$ cat src/rtl/core/pbs_pkg.sv
package pbs_pkg;

    typedef enum logic [15:0] {
        PH_IDLE      = 16'h0001,
        PH_LATCH_LO  = 16'h0002,
        PH_CLK_INIT  = 16'h0004,
        PH_DATA      = 16'h0008,
        PH_CLK_LO    = 16'h0010,
        PH_CLK_HI    = 16'h0020,
        PH_TAIL_DATA = 16'h0040,
        PH_TAIL_CLK  = 16'h0080,
        PH_POST      = 16'h0100,
        PH_LATCH_HI  = 16'h0200,
        PH_LATCH_END = 16'h0400,
        PH_SETTLE    = 16'h0800,
        PH_WAIT1     = 16'h1000,
        PH_STROBE_LO = 16'h2000,
        PH_STROBE_HI = 16'h4000,
        PH_WAIT2     = 16'h8000
    } phase_t;

    typedef struct packed {
        logic strobe;
        logic latch;
        logic data;
        logic clk;
    } pins_t;

    typedef struct packed {
        logic [15:0] clock_phase_ticks;
        logic [15:0] latch_phase_ticks;
        logic [31:0] busy_timeout_ticks;
    } cfg_t;

    typedef struct packed {
        logic       shift_clock;
        logic       shift_data;
        logic       latch_level;
        logic       strobe_level;
        logic       ready_res;
        logic       byte_done;
        logic [1:0] timeout_flags;
    } result_t;

    localparam logic [1:0] CFG_CLOCK_PHASE  = 2'd0;
    localparam logic [1:0] CFG_LATCH_PHASE  = 2'd1;
    localparam logic [1:0] CFG_BUSY_TIMEOUT = 2'd2;

    localparam logic [15:0] CLOCK_PHASE_RST  = 16'd5;
    localparam logic [15:0] LATCH_PHASE_RST  = 16'd5;
    localparam logic [31:0] BUSY_TIMEOUT_RST = 32'd1000000;

    localparam int SETTLE_TICKS = 8;
    localparam int STROBE_TICKS = 2;
    localparam logic [3:0] LEAD_ZERO_BITS = 4'd2;
    localparam logic [3:0] BIT_COUNT      = 4'd10;
    localparam logic [3:0] MSB_INDEX      = 4'd9;

endpackage

$ cat src/rtl/core/pbs_cfg.sv
module pbs_cfg (
    input  logic               clk,
    input  logic               rst_n,
    input  logic               wr_en,
    input  logic [1:0]         wr_index,
    input  logic [31:0]        wr_data,
    output pbs_pkg::cfg_t      cfg
);

    pbs_pkg::cfg_t cfg_reg;
    pbs_pkg::cfg_t cfg_next;

    always_comb
    begin
        cfg_next = cfg_reg;
        if (wr_en)
        begin
            unique case (wr_index)
                pbs_pkg::CFG_CLOCK_PHASE:  cfg_next.clock_phase_ticks  = wr_data[15:0];
                pbs_pkg::CFG_LATCH_PHASE:  cfg_next.latch_phase_ticks  = wr_data[15:0];
                pbs_pkg::CFG_BUSY_TIMEOUT: cfg_next.busy_timeout_ticks = wr_data;
                default:                   cfg_next = cfg_reg;
            endcase
        end
    end

    always_ff @(posedge clk or negedge rst_n)
    begin
        if (!rst_n)
        begin
            cfg_reg.clock_phase_ticks  <= pbs_pkg::CLOCK_PHASE_RST;
            cfg_reg.latch_phase_ticks  <= pbs_pkg::LATCH_PHASE_RST;
            cfg_reg.busy_timeout_ticks <= pbs_pkg::BUSY_TIMEOUT_RST;
        end
        else
        begin
            cfg_reg <= cfg_next;
        end
    end

    assign cfg = cfg_reg;

endmodule

$ cat src/rtl/core/pbs_seq.sv
module pbs_seq #(
    parameter int COUNTER_WIDTH = 32
) (
    input  logic              clk,
    input  logic              rst_n,
    input  logic              step_en,
    input  logic              start_req,
    input  logic [7:0]        data_byte,
    input  logic              busy_level,
    input  pbs_pkg::cfg_t     cfg,
    output pbs_pkg::result_t  res
);

    localparam logic [COUNTER_WIDTH-1:0] CNT_ONE = COUNTER_WIDTH'(1);
    localparam logic [COUNTER_WIDTH-1:0] CNT_MAX = '1;

    typedef struct packed {
        pbs_pkg::phase_t phase;
        logic [3:0]      bit_idx;
        pbs_pkg::pins_t  pins;
        logic            done;
    } adv_t;

    pbs_pkg::phase_t            phase_reg,   phase_next;
    logic [COUNTER_WIDTH-1:0]   wait_cnt_reg, wait_cnt_next;
    logic [3:0]                 bit_idx_reg, bit_idx_next;
    logic [7:0]                 byte_reg,    byte_next;
    pbs_pkg::pins_t             pins_reg,    pins_next;
    logic [1:0]                 tflag_reg,   tflag_next;
    logic                       done;
    logic                       rdy;
    adv_t                       adv_a;
    adv_t                       adv_b;

    function automatic logic [COUNTER_WIDTH-1:0] hold_len(input logic [15:0] v);
        logic [15:0] h;
        h = (v == 16'd0) ? 16'd1 : v;
        return COUNTER_WIDTH'(h);
    endfunction

    function automatic logic [COUNTER_WIDTH-1:0] enter_count(input pbs_pkg::phase_t p,
                                                             input pbs_pkg::cfg_t c);
        logic [COUNTER_WIDTH-1:0] n;
        unique case (p)
            pbs_pkg::PH_LATCH_LO, pbs_pkg::PH_POST,
            pbs_pkg::PH_LATCH_HI, pbs_pkg::PH_LATCH_END:
                n = hold_len(c.latch_phase_ticks);
            pbs_pkg::PH_CLK_INIT, pbs_pkg::PH_DATA, pbs_pkg::PH_CLK_LO,
            pbs_pkg::PH_CLK_HI, pbs_pkg::PH_TAIL_DATA, pbs_pkg::PH_TAIL_CLK:
                n = hold_len(c.clock_phase_ticks);
            pbs_pkg::PH_SETTLE:
                n = COUNTER_WIDTH'(pbs_pkg::SETTLE_TICKS);
            pbs_pkg::PH_STROBE_LO, pbs_pkg::PH_STROBE_HI:
                n = COUNTER_WIDTH'(pbs_pkg::STROBE_TICKS);
            default:
                n = '0;
        endcase
        return n;
    endfunction

    // one sequence step: leave phase p, enter its successor
    function automatic adv_t advance(input pbs_pkg::phase_t p, input logic [3:0] bi,
                                     input pbs_pkg::pins_t pins, input logic [7:0] byt);
        adv_t       a;
        logic [3:0] sh;
        a.bit_idx = bi;
        a.pins    = pins;
        a.done    = (p == pbs_pkg::PH_WAIT2);
        if (p == pbs_pkg::PH_CLK_INIT)
        begin
            a.bit_idx = 4'd0;
        end
        else if (p == pbs_pkg::PH_CLK_HI)
        begin
            a.bit_idx = bi + 4'd1;
        end
        unique case (p)
            pbs_pkg::PH_LATCH_LO:  a.phase = pbs_pkg::PH_CLK_INIT;
            pbs_pkg::PH_CLK_INIT:  a.phase = pbs_pkg::PH_DATA;
            pbs_pkg::PH_DATA:      a.phase = pbs_pkg::PH_CLK_LO;
            pbs_pkg::PH_CLK_LO:    a.phase = pbs_pkg::PH_CLK_HI;
            pbs_pkg::PH_CLK_HI:    a.phase = (a.bit_idx < pbs_pkg::BIT_COUNT) ?
                                             pbs_pkg::PH_DATA : pbs_pkg::PH_TAIL_DATA;
            pbs_pkg::PH_TAIL_DATA: a.phase = pbs_pkg::PH_TAIL_CLK;
            pbs_pkg::PH_TAIL_CLK:  a.phase = pbs_pkg::PH_POST;
            pbs_pkg::PH_POST:      a.phase = pbs_pkg::PH_LATCH_HI;
            pbs_pkg::PH_LATCH_HI:  a.phase = pbs_pkg::PH_LATCH_END;
            pbs_pkg::PH_LATCH_END: a.phase = pbs_pkg::PH_SETTLE;
            pbs_pkg::PH_SETTLE:    a.phase = pbs_pkg::PH_WAIT1;
            pbs_pkg::PH_WAIT1:     a.phase = pbs_pkg::PH_STROBE_LO;
            pbs_pkg::PH_STROBE_LO: a.phase = pbs_pkg::PH_STROBE_HI;
            pbs_pkg::PH_STROBE_HI: a.phase = pbs_pkg::PH_WAIT2;
            default:               a.phase = pbs_pkg::PH_IDLE;
        endcase
        sh = pbs_pkg::MSB_INDEX - a.bit_idx;
        unique case (a.phase)
            pbs_pkg::PH_CLK_INIT, pbs_pkg::PH_CLK_LO, pbs_pkg::PH_TAIL_CLK:
                a.pins.clk = 1'b0;
            pbs_pkg::PH_CLK_HI:
                a.pins.clk = 1'b1;
            pbs_pkg::PH_DATA:
                a.pins.data = (a.bit_idx < pbs_pkg::LEAD_ZERO_BITS) ? 1'b0 : byt[sh[2:0]];
            pbs_pkg::PH_TAIL_DATA:
                a.pins.data = 1'b0;
            pbs_pkg::PH_LATCH_HI:
                a.pins.latch = 1'b1;
            pbs_pkg::PH_LATCH_LO, pbs_pkg::PH_LATCH_END:
                a.pins.latch = 1'b0;
            pbs_pkg::PH_STROBE_LO:
                a.pins.strobe = 1'b0;
            pbs_pkg::PH_STROBE_HI:
                a.pins.strobe = 1'b1;
            default:
                a.pins = pins;
        endcase
        return a;
    endfunction

    always_comb
    begin
        phase_next    = phase_reg;
        wait_cnt_next = wait_cnt_reg;
        bit_idx_next  = bit_idx_reg;
        byte_next     = byte_reg;
        pins_next     = pins_reg;
        tflag_next    = tflag_reg;
        done          = 1'b0;
        rdy           = (phase_reg == pbs_pkg::PH_IDLE);
        adv_a         = advance(phase_reg, bit_idx_reg, pins_reg, byte_reg);

        if (rdy)
        begin
            if (start_req)
            begin
                byte_next       = data_byte;
                bit_idx_next    = 4'd0;
                tflag_next      = 2'b00;
                phase_next      = pbs_pkg::PH_LATCH_LO;
                pins_next.latch = 1'b0;
                wait_cnt_next   = enter_count(pbs_pkg::PH_LATCH_LO, cfg);
            end
        end
        else if (phase_reg != pbs_pkg::PH_WAIT1 && phase_reg != pbs_pkg::PH_WAIT2)
        begin
            if (wait_cnt_reg <= CNT_ONE)
            begin
                phase_next    = adv_a.phase;
                bit_idx_next  = adv_a.bit_idx;
                pins_next     = adv_a.pins;
                wait_cnt_next = enter_count(adv_a.phase, cfg);
            end
            else
            begin
                wait_cnt_next = wait_cnt_reg - CNT_ONE;
            end
        end

        // busy wait, checked on the tick it is entered too
        adv_b = advance(phase_next, bit_idx_next, pins_next, byte_next);
        if (phase_next == pbs_pkg::PH_WAIT1 || phase_next == pbs_pkg::PH_WAIT2)
        begin
            if (!busy_level || (32'(wait_cnt_next) > cfg.busy_timeout_ticks))
            begin
                if (busy_level)
                begin
                    tflag_next = tflag_next |
                                 ((phase_next == pbs_pkg::PH_WAIT1) ? 2'b01 : 2'b10);
                end
                phase_next    = adv_b.phase;
                bit_idx_next  = adv_b.bit_idx;
                pins_next     = adv_b.pins;
                done          = adv_b.done;
                wait_cnt_next = enter_count(adv_b.phase, cfg);
            end
            else if (wait_cnt_next != CNT_MAX)
            begin
                wait_cnt_next = wait_cnt_next + CNT_ONE;
            end
        end
    end

    always_ff @(posedge clk or negedge rst_n)
    begin
        if (!rst_n)
        begin
            phase_reg    <= pbs_pkg::PH_IDLE;
            wait_cnt_reg <= '0;
            bit_idx_reg  <= 4'd0;
            byte_reg     <= 8'd0;
            pins_reg     <= '{strobe: 1'b1, latch: 1'b0, data: 1'b0, clk: 1'b0};
            tflag_reg    <= 2'b00;
        end
        else if (step_en)
        begin
            phase_reg    <= phase_next;
            wait_cnt_reg <= wait_cnt_next;
            bit_idx_reg  <= bit_idx_next;
            byte_reg     <= byte_next;
            pins_reg     <= pins_next;
            tflag_reg    <= tflag_next;
        end
    end

    always_comb
    begin
        res.shift_clock   = pins_next.clk;
        res.shift_data    = pins_next.data;
        res.latch_level   = pins_next.latch;
        res.strobe_level  = pins_next.strobe;
        res.ready_res     = rdy;
        res.byte_done     = done;
        res.timeout_flags = tflag_next;
    end

    a_start_latch_low: assert property (@(posedge clk) disable iff (!rst_n)
        step_en && (phase_reg == pbs_pkg::PH_IDLE) && start_req
        |=> (phase_reg == pbs_pkg::PH_LATCH_LO) && !pins_reg.latch && (tflag_reg == 2'b00))
        else $error("start did not enter latch-low phase");

    a_wait2_release: assert property (@(posedge clk) disable iff (!rst_n)
        step_en && (phase_reg == pbs_pkg::PH_WAIT2) && !busy_level
        |=> (phase_reg == pbs_pkg::PH_IDLE) && $past(res.byte_done))
        else $error("second busy wait did not finish the byte");

    a_bit_range: assert property (@(posedge clk) disable iff (!rst_n)
        bit_idx_reg <= pbs_pkg::BIT_COUNT)
        else $error("bit index out of range");

    a_hold_on_stall: assert property (@(posedge clk) disable iff (!rst_n)
        !step_en |=> $stable(phase_reg) && $stable(wait_cnt_reg) && $stable(pins_reg))
        else $error("sequencer moved without a tick");

endmodule

$ cat src/rtl/core/parallel_printer_byte_sender_top.sv
// Parallel printer byte sender.
// Each input item is one time tick: start_req with data_byte requests a
// transfer (taken only on a tick whose result shows ready_res), busy_level
// is the printer busy line sampled on that tick.
// Each accepted item produces exactly one result item holding the shift
// register pin levels (clock, data, latch), the strobe level, ready_res,
// a byte_done pulse and the timeout flags of the current or last byte.
// The result is registered, valid in the cycle after input accept; one item
// per cycle is sustained while out_ready is high, since each tick update is
// one pass of the phase sequencer between its state and result registers.
// When the result side stalls, the result register holds and in_ready
// drops; the sequencer does not advance until the next item is accepted.
// Configuration writes (cfg_index 0 clock phase, 1 latch phase, 2 busy
// timeout) are always taken; unknown indexes are ignored.
// Reset: phase idle, strobe high, other pins low, flags clear, registers
// at their defaults, no result pending.
module parallel_printer_byte_sender_top #(
    parameter int COUNTER_WIDTH = 32
) (
    input  logic        clk,
    input  logic        rst_n,
    input  logic        in_valid,
    output logic        in_ready,
    input  logic        start_req,
    input  logic [7:0]  data_byte,
    input  logic        busy_level,
    output logic        out_valid,
    input  logic        out_ready,
    output logic        shift_clock,
    output logic        shift_data,
    output logic        latch_level,
    output logic        strobe_level,
    output logic        ready_res,
    output logic        byte_done,
    output logic [1:0]  timeout_flags,
    input  logic        cfg_valid,
    output logic        cfg_ready,
    input  logic [1:0]  cfg_index,
    input  logic [31:0] cfg_data
);

    pbs_pkg::cfg_t    cfg;
    pbs_pkg::result_t res_comb;
    pbs_pkg::result_t res_reg;
    logic             out_valid_reg, out_valid_next;
    logic             in_accept;

    assign cfg_ready = 1'b1;
    assign in_ready  = !out_valid_reg || out_ready;
    assign in_accept = in_valid && in_ready;

    pbs_cfg u_cfg (
        .clk      (clk),
        .rst_n    (rst_n),
        .wr_en    (cfg_valid && cfg_ready),
        .wr_index (cfg_index),
        .wr_data  (cfg_data),
        .cfg      (cfg)
    );

    pbs_seq #(
        .COUNTER_WIDTH (COUNTER_WIDTH)
    ) u_seq (
        .clk        (clk),
        .rst_n      (rst_n),
        .step_en    (in_accept),
        .start_req  (start_req),
        .data_byte  (data_byte),
        .busy_level (busy_level),
        .cfg        (cfg),
        .res        (res_comb)
    );

    always_comb
    begin
        out_valid_next = out_valid_reg;
        if (in_accept)
        begin
            out_valid_next = 1'b1;
        end
        else if (out_ready)
        begin
            out_valid_next = 1'b0;
        end
    end

    always_ff @(posedge clk or negedge rst_n)
    begin
        if (!rst_n)
        begin
            out_valid_reg <= 1'b0;
        end
        else
        begin
            out_valid_reg <= out_valid_next;
        end
    end

    always_ff @(posedge clk)
    begin
        if (in_accept)
        begin
            res_reg <= res_comb;
        end
    end

    assign out_valid     = out_valid_reg;
    assign shift_clock   = res_reg.shift_clock;
    assign shift_data    = res_reg.shift_data;
    assign latch_level   = res_reg.latch_level;
    assign strobe_level  = res_reg.strobe_level;
    assign ready_res     = res_reg.ready_res;
    assign byte_done     = res_reg.byte_done;
    assign timeout_flags = res_reg.timeout_flags;

endmodule
$ cat config.mk
export PLATFORM = sky130hd
export DESIGN_NAME = parallel_printer_byte_sender_top
export DESIGN_NICKNAME = d
export VERILOG_FILES = /design/src/rtl/core/pbs_pkg.sv /design/src/rtl/core/pbs_cfg.sv /design/src/rtl/core/pbs_seq.sv /design/src/rtl/core/parallel_printer_byte_sender_top.sv
export SDC_FILE = /design/constraint.sdc
export NUM_CORES = 1
export LEC_CHECK = 0
export ABC_CLOCK_PERIOD_IN_PS = 7270
export BUFFER_PORTS_ARGS = -buffer_cell sky130_fd_sc_hd__clkbuf_2
export CAP_MARGIN = 40
export CORE_UTILIZATION = 50
export CTS_CLUSTER_DIAMETER = 50
export DETAILED_ROUTE_END_ITERATION = 12
export GPL_ROUTABILITY_DRIVEN = 0
export GPL_TIMING_DRIVEN = 0
export MAX_ROUTING_LAYER = met4
export PLACE_DENSITY = 0.68
export SLEW_MARGIN = 20
export SYNTH_ARGS = -nofsm -noshare
export SYNTH_HDL_FRONTEND = slang
export SYNTH_SLANG_ARGS = --single-unit
$ cat constraint.sdc
create_clock -name clk -period 7.27 [get_ports clk]
set_input_delay 0.727 -clock clk [delete_from_list [all_inputs] [get_ports clk]]
set_output_delay 0.727 -clock clk [all_outputs]
set_load 0.05 [all_outputs]
==> impl_metrics.csv <==
group,metric,value,unit
yosys,synth-async-reset-ratio,94.2,%
flow_run,cap_violations,0,
cts,cts_buffers,17,
cts,tritoncts,"yes",
yosys,synth_area,0.0102,mm²
placed_design,dp.cells,1499,
drt,wl_met2,14600,µm
die,die_w,145,µm
yosys,syn_nets,1256,
sta,drv_slew,0,
die,pin_count,60,
cells_and_area,largest_register_ffs,64,
drt,wl_per_cell,21.8,µm
drt,dr_total_vias,10169,
die,die_h,145,µm
sta,period_share,96.6,%
yosys,syn_avg_cell_area,8.72,µm²
sta,fmax,142,MHz
yosys,synth-xor-area-share,1.80,%
critical_path,critPathCaptureType,"flip-flop",
drt,vias_per_cell,6.62,
cells_and_area,area_growth,13.2,%
power_and_ir_drop,leakagePower,4.94,nW
yosys,ys_types,89,
drt,dr.pass1.iters,9,
cells_and_area,final_util,58.6,%
grt,antenna_found_initial,1,
outcome,status,"completed",
sta,finalCriticalPeriod,7020,ps
cells_and_area,design_area,0.0116,mm²
cts,cts.reportedPaths.clkPinSlew,70,ps
drt,met1_length,13700,µm
sta,rsz0062_at_grt,"false",
power_and_ir_drop,irDropWorstVdd,0.000171,V
drt,top_layer,"met4",
yosys,synth_top_family_by_area,"simple AND/OR/NAND/NOR gates",
yosys,synth-seq-cells,139,
critical_path,worst-endpoint-required,7560,ps
critical_path,cp.arrival,7310,ps
sta,hold_violations,0,
grt,grt_max_degree,76,
placed_design,dp_hpwl,25000,µm
yosys,netlist_top_cells_area,"dfrtp_1 (29%), mux2_2 (8.4%), nand2_1 (4.9%)",
yosys,yosys.area.top_type,"dfrtp_1",
yosys,synth_edf_count,8,
sta,setup_viol_count_final,0,
yosys,synthMuxAreaShare,9.65,%
power_and_ir_drop,finalPower,3.04,mW
yosys,yosys_most_used_dff,"dfrtp_1",
grt,grt_pass1_wl,53100,µm
drt,ant_nets,0,
power_and_ir_drop,p_per_area,263,mW/mm²
grt,grt_use_total,33.3,%
sta,tightest_slew,901,ps
yosys,yosysTopAreaCellShare,28.9,%
cells_and_area,layout_common_cells,"nand2_1 (132), dfrtp_1 (118), mux2_2 (76), nor2_1 (75), clkbuf_2 (59)",
placed_design,placed_cell_area,0.0109,mm²
drt,wirelength,33400,µm
grt,grt_pass1_vias,9365,
cts,cts_sinks,139,
sta,relSlewSlack,39.1,%
cells_and_area,drive_above_1_share,19.7,%
cts,cts_root_buffer,"clkbuf_16",
die,core_area,0.0197,mm²
yosys,synthSimpleGateAreaFrac,25.2,%
die,dieArea,0.0210,mm²
hold_path,hold_path_class,"input pin to asynchronous set/reset pin",
yosys,synth-compound-area-share,18.8,%
cells_and_area,diodes,0,
drt,drt_iter0_drc,1111,
drt,wl_met3,3520,µm
yosys,yosysSeqAreaShare,34.6,%
cells_and_area,mostFrequentLayoutCell,"nand2_1",
sta,skew,12.9,ps
yosys,yosysWarnings,0,
placed_design,io_buffers,58,
cts,insertion_delay,440,ps
drt,drc_errors,0,
grt,overflow,0,
cells_and_area,nNetsFinal,1343,
die,start_util,51.8,%
die,num_rows,51,
yosys,synthCells,1171,
critical_path,path_class,"flip-flop to flip-flop",
cts,ctsHtreeMaxLevel,4,
cells_and_area,layoutNonFillerInstCount,1536,
critical_path,crit_path_start_kind,"flip-flop",
cts,clockBufferDepth,2,
cells_and_area,fillers,1751,
critical_path,worst-path-max-fanout,9,
yosys,synth_adder_area_share,4.41,%
logic make-up after synthesis:
family | Yosys count
multiplexers | 89
XOR/XNOR | 21
flip-flops | 139
adder cells (fa/ha/maj) | 36
AO/OA/AOI/OAI | 276
other | 1
AND/OR/NAND/NOR | 480
buffers and inverters | 129
routing by layer:
| layer | up-vias | GRT usage [%] |
|---|---|---|
| met5 | - | - |
| met4 | 0 | 16.4 |
| met3 | 138 | 5.35 |
| met2 | 648 | 48.6 |
| met1 | 4808 | 44.7 |
| li1 | 4575 | - |
synth_stat cells, types with 7 or more instances:
library cell	count
o31ai_1	10
and2_1	9
or3_1	11
a211oi_1	11
buf_1	7
a21o_1	25
xnor2_1	14
nor3_1	42
a21oi_1	43
o211ai_1	10
clkbuf_1	43
dfrtp_1	118
nor4b_1	8
or2_2	8
nor4_1	40
mux2i_1	13
o22ai_1	7
ha_1	36
nand3b_1	7
nor2_1	75
nand3_1	50
mux2_2	76
o21ai_0	57
and4_1	10
or4_1	15
a31oi_1	20
nand2b_1	9
inv_1	54
nand4_1	23
buf_2	15
xor2_1	7
nand2_1	132
dfstp_2	13
and3_1	9
edfxtp_1	8
a22o_1	10
what timing repair did:
| action | 4_1_cts | 5_1_grt |
|---|---|---|
| setup buffers | 2 | 0 |
| gates resized for setup | 1 | 3 |
| pin swaps | 1 | 0 |
| gates cloned | 0 | 0 |
| hold buffers | 0 | 0 |
| endpoints found under the setup margin | 9 | 6 |
power breakdown:
part | internal [mW] | switching [mW]
clock network | 0.578 | 0.369
registers | 0.918 | 0.141
logic | 0.401 | 0.629
area by class of cell:
| type | count | area [µm²] | area share (%) |
|---|---|---|---|
| repair buffers | 68 | 384 | 3.32 |
| flip-flops and latches | 139 | 3530 | 30.6 |
| plain buffers | 73 | 344 | 2.98 |
| clock buffers | 19 | 433 | 3.74 |
| multi-input cells | 903 | 6130 | 53.0 |
| well taps | 265 | 332 | 2.87 |
| inverters | 56 | 215 | 1.86 |
| clock inverters | 13 | 189 | 1.63 |
through the flow:
stage,hold WS (ps),TNS [ps],setup slack [ps]
2_1_floorplan,431,0,2200
3_3_place_gp,460,-727,-142
3_5_place_dp,463,-907,-205
4_1_cts,281,0,383
5_1_grt,301,0,38.2
6_report,251,0,250
worst max-delay path: stages, from the launching register on:
cell       delay, ps
dfrtp_1          360
clkbuf_1         200
or4_4            510
or4_1            490
clkbuf_1         200
a2111oi_2        770
nor2_1           310
nand3_1          200
nand3_1          220
ha_1             370
a21o_1           190
a21o_1           170
a221oi_1         260
o221ai_1         160
a31oi_1          550
nand2_1          150
o21ai_1          550
nor2_1           390
and2_1           370
a311o_1          310
a2bb2oi_1        130
worst paths after layout:
| check | from | end | slack [ps] | depth (start not counted) |
|---|---|---|---|---|
| min in group clk | u_seq.pins_reg[2] | u_seq.pins_reg[2] | 480 | 2 |
| min | rst_n | u_cfg.cfg[25] | 250 | 1 |
| max | u_seq.wait_cnt_reg[24] | u_seq.wait_cnt_reg[1] | 250 | 20 |
| min reg2reg | u_seq.pins_reg[2] | u_seq.pins_reg[2] | 480 | 2 |
| max reg2reg | u_seq.wait_cnt_reg[24] | u_seq.wait_cnt_reg[1] | 250 | 20 |
| max in group asynchronous | rst_n | u_cfg.cfg[48] | 6240 | 2 |
Power figures use the tool's default switching activity.
